## src/rtl/mmtc_pkg.sv

```systemverilog
package mmtc_pkg;

  localparam int unsigned CfgIdxW   = 2;
  localparam int unsigned CfgDataW  = 64;
  localparam int unsigned ReadSlotW = 12;
  localparam int unsigned EpochW    = 8;

  localparam logic [CfgIdxW-1:0] REG_HASH_MULT  = 2'd0;
  localparam logic [CfgIdxW-1:0] REG_HASH_SHIFT = 2'd1;
  localparam logic [CfgIdxW-1:0] REG_INDEX_BITS = 2'd2;

  localparam logic [1:0] CMD_ADD   = 2'd0;
  localparam logic [1:0] CMD_READ  = 2'd1;
  localparam logic [1:0] CMD_START = 2'd2;

  typedef enum logic [2:0] {
    STAT_STORED    = 3'd0,
    STAT_MATCHED   = 3'd1,
    STAT_COLLISION = 3'd2,
    STAT_TOO_BIG   = 3'd3,
    STAT_FAILED    = 3'd4,
    STAT_READ      = 3'd5,
    STAT_STARTED   = 3'd6
  } status_e;

  typedef enum logic [2:0] {
    S_IDLE,
    S_MUL,
    S_CHECK,
    S_LOOKUP,
    S_READ
  } state_e;

  typedef enum logic [1:0] {
    MUL_IDLE,
    MUL_LL,
    MUL_LH,
    MUL_HL
  } mul_step_e;

  typedef struct packed {
    logic [1:0]           cmd;
    logic [63:0]          key_word;
    logic [63:0]          value_word;
    logic [ReadSlotW-1:0] read_slot;
  } in_item_t;

  typedef struct packed {
    logic [2:0]  status;
    logic [31:0] slot_index;
    logic        trial_failed;
    logic [63:0] read_value;
  } out_item_t;

  typedef struct packed {
    logic rd_en;
    logic wr_en;
    logic new_trial;
  } tbl_ctrl_t;

  typedef struct packed {
    logic clearing;
    logic hit;
  } tbl_stat_t;

endpackage

```

## src/rtl/mmtc_mul64.sv

```systemverilog
module mmtc_mul64 (
  input  logic        clk_i,
  input  logic        rst_ni,
  input  logic        go_i,
  input  logic [63:0] a_i,
  input  logic [63:0] b_i,
  output logic        done_o,
  output logic [63:0] prod_o
);
  import mmtc_pkg::*;

  mul_step_e   step_q, step_d;
  logic        done_q, done_d;
  logic [63:0] a_q, b_q;
  logic [63:0] ll_q;
  logic [31:0] x_q, x_d;
  logic [31:0] op_a, op_b;
  logic [63:0] p;

  // one shared 32x32 multiplier, low 64 bits of the product over three steps
  always_comb begin
    op_a = a_q[31:0];
    op_b = b_q[31:0];
    unique case (step_q)
      MUL_LH:  op_b = b_q[63:32];
      MUL_HL:  op_a = a_q[63:32];
      default: ;
    endcase
  end

  assign p = op_a * op_b;

  always_comb begin
    step_d = step_q;
    done_d = 1'b0;
    x_d    = x_q;
    unique case (step_q)
      MUL_IDLE: if (go_i) step_d = MUL_LL;
      MUL_LL:   step_d = MUL_LH;
      MUL_LH: begin
        x_d    = p[31:0];
        step_d = MUL_HL;
      end
      MUL_HL: begin
        x_d    = x_q + p[31:0];
        done_d = 1'b1;
        step_d = MUL_IDLE;
      end
      default: step_d = MUL_IDLE;
    endcase
  end

  always_ff @(posedge clk_i or negedge rst_ni) begin
    if (!rst_ni) begin
      step_q <= MUL_IDLE;
      done_q <= 1'b0;
    end else begin
      step_q <= step_d;
      done_q <= done_d;
    end
  end

  always_ff @(posedge clk_i) begin
    if (step_q == MUL_IDLE && go_i) begin
      a_q <= a_i;
      b_q <= b_i;
    end
    if (step_q == MUL_LL) ll_q <= p;
    x_q <= x_d;
  end

  assign done_o = done_q;
  assign prod_o = {ll_q[63:32] + x_q, ll_q[31:0]};

endmodule

```

## config.mk

```make
export PLATFORM = sky130hd
export DESIGN_NAME = mmtc_mul64
export DESIGN_NICKNAME = d
export VERILOG_FILES = /design/src/rtl/mmtc_pkg.sv /design/src/rtl/mmtc_mul64.sv
export SDC_FILE = /design/constraint.sdc
export NUM_CORES = 2
export LEC_CHECK = 0
export BUFFER_PORTS_ARGS = -buffer_cell sky130_fd_sc_hd__buf_2
export CORE_MARGIN = 2
export CORE_UTILIZATION = 25
export CTS_CLUSTER_DIAMETER = 40
export DETAILED_ROUTE_END_ITERATION = 6
export HOLD_SLACK_MARGIN = 0.05
export SLEW_MARGIN = 10
export SYNTH_ARGS = -nofsm -noshare
export SYNTH_HDL_FRONTEND = slang
export SYNTH_SLANG_ARGS = --single-unit
```

## constraint.sdc

```tcl
create_clock -name clk_i -period 11.95 [get_ports clk_i]
set_input_delay 1.195 -clock clk_i [delete_from_list [all_inputs] [get_ports clk_i]]
set_output_delay 1.195 -clock clk_i [all_outputs]
set_load 0.02 [all_outputs]
```

==> results.cfg <==
[timing]
skew_ns = 0.02653
hold_violations = 0
min_period_ns = 10.52
fmax_ghz = 0.09504
setup_viol = 0
worst_slack_ns = 1.429
worst_pin_slew_ns = 1.092
fin_setup_tns_ns = 0
drv_slew = 0
slew_headroom_pct = 25.79
finalCritPeriodShare_pct = 88.04
rsz0062_at_grt = no

[synth]
netlist-cell-type-count = 80
ys_async_sr_fraction_pct = 1.322
synth.net_count = 5941
synth_seq_cells = 227
netlist_instances = 4580
yosysWarnings = 0
syn_area_per_cell_um2 = 9.596
ys_seq_area_share_pct = 15.48
synth_ff_type = edfxtp_1
synth_edf_count = 224
synthesis.area_um2 = 43950

[die]
start_util_pct = 25.23
die_w_um = 423.3
rows = 153
ioPinCount = 196
dieArea_um2 = 179200
die_h_um = 423.3
core_um2 = 174200

[job]
maxCapViolCount = 0

[setup_path]
cpMostUsedCell = fa_1
cp-end-kind = flop
required_ns = 12.25
path_class = reg2reg
r2r_cells = 35
regToRegSetupSlack_ns = 1.43
start_kind = flop
r2r-end = x_q[31]
worstPathArrival_ns = 10.82
timing.rr.start = step_q[1]
critPathMaxStageDelay_ns = 0.82
crit_slowest_cell = and2_1
crit_fanout = 33

[cts]
ctsResizeCount = 0
clock_sinks = 227
htreeDepth = 2
cts_root_buf = clkbuf_16
cts_buffer_depth = 3
cts_tree = built
clkLatencyLatePin_ns = 0.60
cts_buffers = 37
clk_pin_slew_ns = 0.06
hold_buffers = 0
post-cts-setup-buffers = 0

[drt]
first_pass_iters = 6
drtIter0Drc = 2479
wirelength_um = 147100
viasPerCell = 4.690
ant_nets = 0
drc = 0
vias = 33000
wl_per_cell_um = 20.90

[placed_design]
dp_hpwl_um = 121300
io_buffers = 195
gp_congestion = 0.9887
place_area_um2 = 47670
place_ws_ns = 1.496

[cells_and_area]
post-route-cell-area_um2 = 48970
area_growth_pct = 11.43
layout_commonest_cell = inv_1
nets = 6041
drive_above_1_share_pct = 10.49
final_util_pct = 28.11
layout_common_cells = inv_1, fa_1, nand2_1, nor2_1, ha_1

[global_routing]
grt_max_degree = 84
grt_pass1_vias = 35340
groute.usage.overall_pct = 16.36
overflow = 0
grt_pass1_wl_um = 221200
antenna_found_initial = 3

[hold_path]
worstHoldPathType = in2async

[status]
status = finished clean
[critical path: cells and delay by family (launching register included)]
family | cells | cell delay, ns
flops | 1 | 0.45
xor+xnor | 1 | 0.41
buf+inv | 7 | 1.07
simple gates | 6 | 1.53
compound gates | 10 | 2.25
fa+ha+maj | 11 | 4.50
[layer usage]
metal / up-vias / wire, um / track usage (%)
met2: 1378 / 73220 / 28.79
met3: 436 / 9787 / 2.356
met4: 2 / 11620 / 10.72
met5: - / 12 / 0
met1: 16910 / 52430 / 18.41
li1: 14270 / - / -
[layout make-up]
cell class | count | area, um^2
Fill cell | 18350 | 125200
Multi-Input combinational cell | 3199 | 32800
Sequential cell | 227 | 6802
Inverter | 925 | 3472
Tap cell | 2325 | 2909
Timing Repair Buffer | 290 | 1689
Clock buffer | 38 | 950.9
Clock inverter | 30 | 342.8
Antenna cell | 2 | 5.005
[cell families (layout without fill, tap and decap cells)]
group | count (synthesis) | after routing | synth area share (%)
other | 0 | 2 | 0
XOR/XNOR | 110 | 110 | 2.192
AND/OR/NAND/NOR | 1303 | 1303 | 12.03
AO/OA/AOI/OAI | 423 | 423 | 6.531
adder cells (fa/ha/maj) | 1230 | 1230 | 50.36
multiplexers | 133 | 133 | 3.246
flip-flops | 227 | 227 | 15.48
buffers and inverters | 1154 | 1283 | 10.17
[synthesized netlist by cell type (4+ instances only)]
cell	count	share of area, %
clkbuf_1	179	1.5
o21ai_0	67	0.76
a21boi_0	5	0.085
ha_1	332	9.5
a21oi_1	121	1.4
nand4_1	21	0.30
edfxtp_1	224	15
nor2_1	403	3.4
and3_1	20	0.28
o211ai_1	16	0.27
or2_2	8	0.11
inv_1	925	7.9
nand3_1	23	0.26
nand3b_1	4	0.068
o211a_1	4	0.091
buf_4	32	0.55
o31ai_1	7	0.12
a211oi_1	13	0.22
a2111oi_0	6	0.12
and2_1	30	0.43
mux2_2	76	1.9
nand2b_1	13	0.19
buf_1	13	0.11
o21a_1	18	0.31
a221o_1	4	0.091
o21ai_1	5	0.057
xnor2_1	73	1.5
a31oi_1	16	0.23
a21o_1	70	1.2
fa_1	898	41
o21bai_1	24	0.41
nor2b_1	9	0.13
nand2_1	734	6.3
mux2i_1	57	1.3
xor2_1	37	0.74
nor3_1	21	0.24
[per-stage QoR]
| step | instances | hold slack (ns) |
|---|---|---|
| detailed placement | 6966 | 0.6728 |
| CTS | 7034 | 0.3958 |
| global placement | 6966 | 0.6344 |
| floorplan | 4580 | 0.5329 |
| finish | 7036 | 0.4206 |
| global route | 7035 | 0.4006 |
[registers in the layout (all words and copies together) (netlist names)]
name and count:
x_q 32, done_o 1, a_q 64, step_q 2, b_q 64, ll_q 64
[worst max path at each step]
stage,endpoint,startpoint,slack [ns]
floorplan,x_q[30],step_q[0],2.07
global placement,x_q[30],step_q[0],1.60
detailed placement,x_q[22],step_q[1],1.50
CTS,x_q[22],step_q[1],1.47
global route,x_q[28],step_q[1],0.86
finish,x_q[31],step_q[1],1.43
Power is not shown: default switching activity piles up to over one toggle a cycle in this logic, so the estimate is an artifact.
